File: config.mk
export PLATFORM = sky130hd
export DESIGN_NAME = combinatorial_count_unit_flat
export DESIGN_NICKNAME = d
export VERILOG_FILES = /design/src/sv/ccu_pkg.sv /design/src/sv/ccu_if.sv /design/src/sv/ccu_divider.sv /design/src/sv/ccu_core.sv /design/src/sv/combinatorial_count_unit.sv /design/src/flat_wrapper.sv
export SDC_FILE = /design/constraint.sdc
export NUM_CORES = 2
export LEC_CHECK = 0
export BUFFER_PORTS_ARGS = -buffer_cell sky130_fd_sc_hd__buf_2
export CORE_MARGIN = 2
export CORE_UTILIZATION = 30
export DETAILED_ROUTE_END_ITERATION = 16
export PLACE_DENSITY = 0.52
export RECOVER_POWER = 25
export SLEW_MARGIN = 10
export SYNTH_ARGS = -nofsm -noshare
export SYNTH_HDL_FRONTEND = slang
export SYNTH_SLANG_ARGS = --single-unit
File: constraint.sdc
create_clock -name clk -period 15.2 [get_ports clk]
set_input_delay 3.04 -clock clk [delete_from_list [all_inputs] [get_ports clk]]
set_output_delay 3.04 -clock clk [all_outputs]
set_load 0.01 [all_outputs]
File: src/sv/ccu_pkg.sv
// ccu_pkg: widths, mode and status codes and the divider command types
// shared by the combinatorial count unit. No dependencies.
package ccu_pkg;

    localparam int MAX_N       = 100;
    localparam int MODE_W      = 3;
    localparam int N_W         = 7;
    localparam int F_W         = 8;
    localparam int VAL_W       = 64;
    localparam int STAT_W      = 2;
    localparam int PROD_W      = VAL_W + F_W;
    localparam int DIV_DIGIT_W = 8;
    localparam int DIV_CYCLES  = PROD_W / DIV_DIGIT_W;
    localparam int DIV_CNT_W   = $clog2(DIV_CYCLES);

    localparam logic [MODE_W-1:0] MODE_POWER    = 3'd0;
    localparam logic [MODE_W-1:0] MODE_FALLING  = 3'd1;
    localparam logic [MODE_W-1:0] MODE_MULTISET = 3'd2;
    localparam logic [MODE_W-1:0] MODE_CHOOSE   = 3'd3;
    localparam logic [MODE_W-1:0] MODE_FACT     = 3'd4;

    localparam logic [STAT_W-1:0] STAT_OK  = 2'd0;
    localparam logic [STAT_W-1:0] STAT_OVF = 2'd1;
    localparam logic [STAT_W-1:0] STAT_BAD = 2'd2;

    typedef struct packed {
        logic              start;
        logic [PROD_W-1:0] dividend;
        logic [N_W-1:0]    divisor;
    } div_cmd_t;

    typedef struct packed {
        logic              done;
        logic [PROD_W-1:0] quotient;
    } div_rsp_t;

endpackage

File: src/sv/ccu_if.sv
// ccu_req_if and ccu_rsp_if: valid/ready channels for request and result words.
// Depends on ccu_pkg.
interface ccu_req_if;
    import ccu_pkg::*;

    logic              valid;
    logic              ready;
    logic [MODE_W-1:0] req_type;
    logic [N_W-1:0]    set_size;
    logic [N_W-1:0]    subset_size;

    modport source (output valid, req_type, set_size, subset_size, input ready);
    modport sink   (input valid, req_type, set_size, subset_size, output ready);
endinterface

interface ccu_rsp_if;
    import ccu_pkg::*;

    logic              valid;
    logic              ready;
    logic [VAL_W-1:0]  count_value;
    logic [STAT_W-1:0] status;

    modport source (output valid, count_value, status, input ready);
    modport sink   (input valid, count_value, status, output ready);
endinterface

File: src/sv/ccu_divider.sv
// ccu_divider: iterative restoring divider, one 8-bit quotient digit per cycle.
// Divides a 72-bit product by a 7-bit nonzero divisor. Depends on ccu_pkg.
module ccu_divider
(
    input  logic              clk,
    input  logic              rst_n,
    input  ccu_pkg::div_cmd_t cmd,
    output ccu_pkg::div_rsp_t rsp
);
    import ccu_pkg::*;

    logic                 busy_reg,  busy_next;
    logic                 done_reg,  done_next;
    logic [DIV_CNT_W-1:0] cnt_reg,   cnt_next;
    logic [PROD_W-1:0]    shift_reg, shift_next;
    logic [N_W-1:0]       rem_reg,   rem_next;
    logic [N_W-1:0]       dsr_reg,   dsr_next;

    logic [N_W-1:0]         rem_step;
    logic [N_W:0]           trial;
    logic [DIV_DIGIT_W-1:0] digit;
    logic [DIV_DIGIT_W-1:0] qdigit;

    // one quotient digit from the top byte of the shift register
    always_comb
    begin
        rem_step = rem_reg;
        digit    = shift_reg[PROD_W-1 -: DIV_DIGIT_W];
        qdigit   = '0;
        trial    = '0;
        for (int j = DIV_DIGIT_W - 1; j >= 0; j--)
        begin
            trial = {rem_step, digit[j]};
            if (trial >= {1'b0, dsr_reg})
            begin
                rem_step  = N_W'(trial - {1'b0, dsr_reg});
                qdigit[j] = 1'b1;
            end
            else
            begin
                rem_step = trial[N_W-1:0];
            end
        end
    end

    always_comb
    begin
        busy_next  = busy_reg;
        done_next  = 1'b0;
        cnt_next   = cnt_reg;
        shift_next = shift_reg;
        rem_next   = rem_reg;
        dsr_next   = dsr_reg;
        if (cmd.start)
        begin
            busy_next  = 1'b1;
            cnt_next   = '0;
            shift_next = cmd.dividend;
            rem_next   = '0;
            dsr_next   = cmd.divisor;
        end
        else if (busy_reg)
        begin
            shift_next = {shift_reg[PROD_W-DIV_DIGIT_W-1:0], qdigit};
            rem_next   = rem_step;
            cnt_next   = cnt_reg + 1'b1;
            if (cnt_reg == DIV_CNT_W'(DIV_CYCLES - 1))
            begin
                busy_next = 1'b0;
                done_next = 1'b1;
            end
        end
    end

    always_ff @(posedge clk or negedge rst_n)
    begin
        if (!rst_n)
        begin
            busy_reg <= 1'b0;
            done_reg <= 1'b0;
            cnt_reg  <= '0;
        end
        else
        begin
            busy_reg <= busy_next;
            done_reg <= done_next;
            cnt_reg  <= cnt_next;
        end
    end

    always_ff @(posedge clk)
    begin
        shift_reg <= shift_next;
        rem_reg   <= rem_next;
        dsr_reg   <= dsr_next;
    end

    assign rsp.done     = done_reg;
    assign rsp.quotient = shift_reg;

endmodule

File: src/sv/ccu_core.sv
// ccu_core: request decode and step sequencer; each step multiplies the
// running count by a factor and divides exactly via ccu_divider. Depends on ccu_pkg and ccu_if.
module ccu_core
(
    input  logic              clk,
    input  logic              rst_n,
    ccu_req_if.sink           req,
    ccu_rsp_if.source         res,
    output ccu_pkg::div_cmd_t div_cmd,
    input  ccu_pkg::div_rsp_t div_rsp
);
    import ccu_pkg::*;

    typedef enum logic [1:0] {S_IDLE, S_MUL, S_WAIT, S_DONE} state_t;

    state_t            state_reg,  state_next;
    logic [VAL_W-1:0]  acc_reg,    acc_next;
    logic [STAT_W-1:0] stat_reg,   stat_next;
    logic [N_W-1:0]    i_reg,      i_next;
    logic [N_W-1:0]    steps_reg,  steps_next;
    logic [F_W-1:0]    fadd_reg,   fadd_next;
    logic              inc_reg,    inc_next;
    logic              binom_reg,  binom_next;

    logic [N_W-1:0] n_in;
    logic [N_W-1:0] m_in;
    logic [N_W-1:0] n_minus_m;
    logic [N_W-1:0] k_sel;
    logic           bad;
    logic [N_W-1:0] steps_set;
    logic [F_W-1:0] fadd_set;
    logic           inc_set;
    logic           binom_set;
    logic [F_W-1:0] factor;

    assign n_in      = req.set_size;
    assign m_in      = req.subset_size;
    assign n_minus_m = n_in - m_in;
    assign k_sel     = (m_in > n_minus_m) ? n_minus_m : m_in;

    // operand checks and step plan per mode
    always_comb
    begin
        bad       = (n_in > N_W'(MAX_N));
        steps_set = m_in;
        fadd_set  = '0;
        inc_set   = 1'b1;
        binom_set = 1'b0;
        if (req.req_type != MODE_FACT && (n_in == '0 || m_in == '0 || m_in > n_in))
            bad = 1'b1;
        case (req.req_type)
            MODE_POWER:
            begin
                fadd_set = F_W'(n_in);
                inc_set  = 1'b0;
            end
            MODE_FALLING:
            begin
                fadd_set = F_W'(n_minus_m);
            end
            MODE_MULTISET:
            begin
                fadd_set  = F_W'(n_in - 1'b1);
                binom_set = 1'b1;
            end
            MODE_CHOOSE:
            begin
                steps_set = k_sel;
                fadd_set  = F_W'(n_in - k_sel);
                binom_set = 1'b1;
            end
            MODE_FACT:
            begin
                steps_set = n_in;
            end
            default:
            begin
                bad = 1'b1;
            end
        endcase
    end

    assign factor = fadd_reg + (inc_reg ? F_W'(i_reg) : F_W'(0));

    assign div_cmd.start    = (state_reg == S_MUL);
    assign div_cmd.dividend = PROD_W'(acc_reg) * PROD_W'(factor);
    assign div_cmd.divisor  = binom_reg ? i_reg : N_W'(1);

    always_comb
    begin
        state_next = state_reg;
        acc_next   = acc_reg;
        stat_next  = stat_reg;
        i_next     = i_reg;
        steps_next = steps_reg;
        fadd_next  = fadd_reg;
        inc_next   = inc_reg;
        binom_next = binom_reg;
        case (state_reg)
            S_IDLE:
            begin
                if (req.valid)
                begin
                    i_next     = N_W'(1);
                    steps_next = steps_set;
                    fadd_next  = fadd_set;
                    inc_next   = inc_set;
                    binom_next = binom_set;
                    if (bad)
                    begin
                        acc_next   = '0;
                        stat_next  = STAT_BAD;
                        state_next = S_DONE;
                    end
                    else
                    begin
                        acc_next   = VAL_W'(1);
                        stat_next  = STAT_OK;
                        state_next = (steps_set == '0) ? S_DONE : S_MUL;
                    end
                end
            end
            S_MUL:
            begin
                state_next = S_WAIT;
            end
            S_WAIT:
            begin
                if (div_rsp.done)
                begin
                    if (div_rsp.quotient[PROD_W-1:VAL_W] != '0)
                    begin
                        acc_next   = '1;
                        stat_next  = STAT_OVF;
                        state_next = S_DONE;
                    end
                    else
                    begin
                        acc_next = div_rsp.quotient[VAL_W-1:0];
                        i_next   = i_reg + 1'b1;
                        state_next = (i_reg == steps_reg) ? S_DONE : S_MUL;
                    end
                end
            end
            S_DONE:
            begin
                if (res.ready)
                    state_next = S_IDLE;
            end
            default:
            begin
                state_next = S_IDLE;
            end
        endcase
    end

    always_ff @(posedge clk or negedge rst_n)
    begin
        if (!rst_n)
        begin
            state_reg <= S_IDLE;
            acc_reg   <= '0;
            stat_reg  <= STAT_OK;
            i_reg     <= '0;
            steps_reg <= '0;
            fadd_reg  <= '0;
            inc_reg   <= 1'b0;
            binom_reg <= 1'b0;
        end
        else
        begin
            state_reg <= state_next;
            acc_reg   <= acc_next;
            stat_reg  <= stat_next;
            i_reg     <= i_next;
            steps_reg <= steps_next;
            fadd_reg  <= fadd_next;
            inc_reg   <= inc_next;
            binom_reg <= binom_next;
        end
    end

    assign req.ready       = (state_reg == S_IDLE);
    assign res.valid       = (state_reg == S_DONE);
    assign res.count_value = acc_reg;
    assign res.status      = stat_reg;

endmodule

File: src/sv/combinatorial_count_unit.sv
// combinatorial_count_unit: top level with core, divider and output register.
// Depends on ccu_pkg, ccu_if, ccu_divider and ccu_core.
//
// usage
//   req channel: one word of req_type, set_size (n), subset_size (m)
//   rsp channel: one word of count_value (64 bits) and status per request
//   modes: 0 n^m, 1 n!/(n-m)!, 2 C(n+m-1,m), 3 C(n,m), 4 n!
//   status 0 ok, 1 overflow (value all ones), 2 bad operands (value 0)
// timing
//   the core handles one request at a time and drops req.ready meanwhile
//   bad operands: the core goes straight from idle to done, with no steps
//   otherwise the core runs s steps, s = m (modes 0..2), min(m,n-m) (mode 3), n (mode 4),
//   fewer when overflow ends the run early
//   each step is one 64x8 multiply plus a division of the product by the 8-bit-per-cycle divider
// reset and stalls
//   rst_n clears the sequencer, divider and output register; no clearing pass
//   a finished word waits in the output register while rsp.ready is low, and
//   the core may take the next request; it holds its own result until the
//   output register frees up
module combinatorial_count_unit
(
    input  logic      clk,
    input  logic      rst_n,
    ccu_req_if.sink   req,
    ccu_rsp_if.source rsp
);
    import ccu_pkg::*;

    ccu_rsp_if core_rsp ();

    div_cmd_t div_cmd;
    div_rsp_t div_rsp;

    logic              out_valid_reg, out_valid_next;
    logic [VAL_W-1:0]  out_value_reg, out_value_next;
    logic [STAT_W-1:0] out_stat_reg,  out_stat_next;

    ccu_core u_core
    (
        .clk     (clk),
        .rst_n   (rst_n),
        .req     (req),
        .res     (core_rsp.source),
        .div_cmd (div_cmd),
        .div_rsp (div_rsp)
    );

    ccu_divider u_divider
    (
        .clk   (clk),
        .rst_n (rst_n),
        .cmd   (div_cmd),
        .rsp   (div_rsp)
    );

    assign core_rsp.ready = !out_valid_reg || rsp.ready;

    always_comb
    begin
        out_valid_next = out_valid_reg;
        out_value_next = out_value_reg;
        out_stat_next  = out_stat_reg;
        if (rsp.ready)
            out_valid_next = 1'b0;
        if (core_rsp.valid && core_rsp.ready)
        begin
            out_valid_next = 1'b1;
            out_value_next = core_rsp.count_value;
            out_stat_next  = core_rsp.status;
        end
    end

    always_ff @(posedge clk or negedge rst_n)
    begin
        if (!rst_n)
        begin
            out_valid_reg <= 1'b0;
        end
        else
        begin
            out_valid_reg <= out_valid_next;
        end
    end

    always_ff @(posedge clk)
    begin
        out_value_reg <= out_value_next;
        out_stat_reg  <= out_stat_next;
    end

    assign rsp.valid       = out_valid_reg;
    assign rsp.count_value = out_value_reg;
    assign rsp.status      = out_stat_reg;

    a_one_at_a_time: assert property (@(posedge clk) disable iff (!rst_n)
        (req.valid && req.ready) |=> !req.ready)
        else $error("core accepted a word while busy");

    a_ovf_saturates: assert property (@(posedge clk) disable iff (!rst_n)
        (rsp.valid && rsp.status == STAT_OVF) |-> (rsp.count_value == '1))
        else $error("overflow word not saturated");

    a_bad_is_zero: assert property (@(posedge clk) disable iff (!rst_n)
        (rsp.valid && rsp.status == STAT_BAD) |-> (rsp.count_value == '0))
        else $error("invalid word has nonzero value");

    a_div_not_during_idle: assert property (@(posedge clk) disable iff (!rst_n)
        div_rsp.done |-> !req.ready)
        else $error("divider finished while core idle");

endmodule
File: src/flat_wrapper.sv
// flat-port wrapper written by rule: the top's interface ports become plain ports
module combinatorial_count_unit_flat import ccu_pkg::*;
  (clk, rst_n, req_valid, req_req_type, req_set_size, req_subset_size, req_ready, rsp_valid, rsp_count_value, rsp_status, rsp_ready);
  ccu_req_if req_i ();
  ccu_rsp_if rsp_i ();
  input  logic clk;
  input  logic rst_n;
  input wire logic [$bits(req_i.valid)-1:0] req_valid;
  input wire logic [$bits(req_i.req_type)-1:0] req_req_type;
  input wire logic [$bits(req_i.set_size)-1:0] req_set_size;
  input wire logic [$bits(req_i.subset_size)-1:0] req_subset_size;
  output wire logic [$bits(req_i.ready)-1:0] req_ready;
  output wire logic [$bits(rsp_i.valid)-1:0] rsp_valid;
  output wire logic [$bits(rsp_i.count_value)-1:0] rsp_count_value;
  output wire logic [$bits(rsp_i.status)-1:0] rsp_status;
  input wire logic [$bits(rsp_i.ready)-1:0] rsp_ready;
  assign req_i.valid = req_valid;
  assign req_i.req_type = req_req_type;
  assign req_i.set_size = req_set_size;
  assign req_i.subset_size = req_subset_size;
  assign req_ready = req_i.ready;
  assign rsp_valid = rsp_i.valid;
  assign rsp_count_value = rsp_i.count_value;
  assign rsp_status = rsp_i.status;
  assign rsp_i.ready = rsp_ready;
  combinatorial_count_unit u_core (.clk(clk), .rst_n(rst_n), .req(req_i), .rsp(rsp_i));
endmodule
==> flow_summary.yaml <==
run_status:
  status: "completed"
logic_synthesis:
  syn-cell-area_sq_um: 29780
  synth_top_family_by_area: "adder cells"
  synth-warning-count: 0
  yosys.area.top_type: "fa_1"
  synth_compound_area_frac: 0.1411
  synth_cell_types: 85
  synthAdderAreaFrac: 0.3327
  synthSimpleGateAreaFrac: 0.1663
  synth_nets: 3858
  synth_xor_area_frac: 0.03529
  synthesis.instances: 3275
  ys.flop_type: "edfxtp_1"
  synth_edf_count: 145
  avgSynthCellArea_sq_um: 9.093
  synth.area.top_cells: "fa_1, edfxtp_1, dfrtp_1"
  ys_async_sr_fraction: 0.3944
  ys_ff_latch: 251
  synth_top_area_share: 0.2575
  yosys-mux-area-fraction: 0.02008
  seq_area_frac_synth: 0.2341
final_layout:
  fillers: 10210
  final_cells: 4625
  finish.utilization: 0.3415
  final_cell_mix: "nand2_1, fa_1, inv_1"
  drive_gt1_frac: 0.1115
  area_growth_pct: 12.88
  fin_nets: 3894
  largest_reg_flops: 72
  multi_input_area_sq_um: 21180
  seqCellArea_sq_um: 6972
  final_common_cell: "nand2_1"
cts:
  clockBufferDepth: 3
  cts_hold_buf: 0
  cts_max_level: 2
  cts.sinks: 251
  cts_buffers: 35
  cts-root-buf: "clkbuf_16"
  insertion_delay_ns: 0.58
  cts.clk_slew.worst_paths_ns: 0.06
  cts_tree: "done"
placement:
  port_buffers: 88
  post-place-cells: 4538
  gp_congestion: 0.8722
  place_ws_ns: -0.2969
  hpwl_mm: 62.06
grt:
  grt_pass1_wl_mm: 135.0
  grt_pass1_vias: 23440
  use_met2: 0.2626
  met1_usage: 0.2438
  antenna_found_initial: 1
  grt.total_usage: 0.1663
  grt_max_degree: 90
  overflow: 0
  met3_usage: 0.01994
  grt-busiest-layer: "met2"
detailed_routing:
  wl_per_cell_um: 18.10
  via_count: 22750
  wirelength_mm: 83.69
  ant_nets: 0
  drc: 0
  vias_per_cell: 4.918
  drt_pass1_iterations: 5
  drtIter0Drc: 1352
critical_path:
  path_delay_family: "compound AO/OA/AOI/OAI gates"
  slowest_delay_ns: 0.45
  crit_start: "u_core.u_divider.shift_reg[71]$_DFFE_PP_"
  slowest_stage: "fa_1"
  cp_common_cell: "a21o_1"
  r2r-start: "u_core.u_divider.shift_reg[71]$_DFFE_PP_"
  cp-end-kind: "register"
  critPathBufInv: 6
  critPathRequiredTime_ns: 15.71
  worst_setup_path_start_kind: "register"
  critical_path.max_fanout: 7
  critPathArrivalTime_ns: 15.34
  critical_path_class: "reg -> reg"
floorplanning:
  row_count: 115
  die_h_um: 319.1
  dieWidth_um: 319.1
  die_area_sq_um: 101800
  start_util: 0.3026
  ios: 89
  coreArea_sq_um: 98420
sta:
  finalSetupTns_ns: 0
  fin_ws_ns: 0.3684
  finalSetupViolations: 0
  tightest_slew_ns: 1.147
  clock_skew_ns: 0.03315
  slew_viol_final: 0
  fmax_mhz: 67.42
  finalCritPeriodShare: 0.9758
  fin_crit_ns: 14.83
  grt_setup_unrepaired: "true"
  hold_viol_final: 0
  slew_headroom: 0.2353
hold_path:
  hold_start: "u_core.u_core.res.status[1]$_DFFE_PN0P_"
  min_path_type: "reg -> reg"
run:
  maxCapViolCount: 0
-- worst register-to-register path: cells and delay by family, from the launching register on --
kind                       cells  cell delay [ns]
AOI/OAI and AO/OA             41             7.35
adders and majority gates      9             2.48
muxes                          7             1.88
and+or+nand+nor               16             1.85
buffers and inverters          6             0.82
DFF                            1             0.40
-- cells by family after synthesis --
kind of cell | count (synthesis)
AND/OR/NAND/NOR | 1046
multiplexers | 55
buffers and inverters | 559
flip-flops | 251
AO/OA/AOI/OAI | 682
adder cells (fa/ha/maj) | 562
XOR/XNOR | 120
-- cell usage after synthesis, drive strengths merged, types with 22 or more instances --
cell type  number
nor2b          34
nand4          22
nand2b         28
a21oi         257
edfxtp        145
mux2           32
mux2i          23
fa            383
nand2         486
inv           365
o21ai         171
and2          225
dfrtp          99
clkbuf        154
xor2           63
ha            179
buf            40
xnor2          57
nor2          155
a21o           93
o21a           22
-- layer usage --
metal  up-vias  part of all wire
met4         0             0.017
li1      10820                 -
met5         -                 0
met1     11470              0.49
met3        72             0.043
met2       381              0.45
-- repair_timing --
action                     CTS  global route
setup buffers                4            19
gates resized for setup      5            51
setup endpoints to repair    8             8
pin swaps                    5            59
-- layout make-up --
cell class	count	area share
multi-input combinational	2465	0.6301
sequential	251	0.2074
tap	1287	0.04790
inverter	365	0.04076
timing repair buffer	193	0.03685
clock buffer	46	0.02911
clock inverter	16	0.007705
antenna	2	0.0001489
-- stage by stage --
stage	cell area, sq um	hold WS [ns]
3_3_place_gp	31970	0.4427
5_1_grt	33610	0.4709
2_1_floorplan	29940	0.4186
4_1_cts	33240	0.4520
6_report	33610	0.4518
3_5_place_dp	31970	0.4343
-- path summary, 6_finish.rpt --
kind                       depth (start not counted)                                            end  slack [ns]
min reg2reg                                        0                 u_core.rsp.status[1]$_DFFE_PP_        0.45
min                                                0                 u_core.rsp.status[1]$_DFFE_PP_        0.45
min in group asynchronous                          1  u_core.u_core.res.count_value[21]$_DFFE_PN0P_        2.56
max reg2reg                                       79       u_core.u_divider.rem_reg[1]$_SDFFE_PP0P_        0.37
max                                               79       u_core.u_divider.rem_reg[1]$_SDFFE_PP0P_        0.37
max in group asynchronous                          2   u_core.u_core.res.count_value[8]$_DFFE_PN0P_       11.40
Power is not shown: default switching activity piles up to over one toggle a cycle in this logic, so the estimate is an artifact.
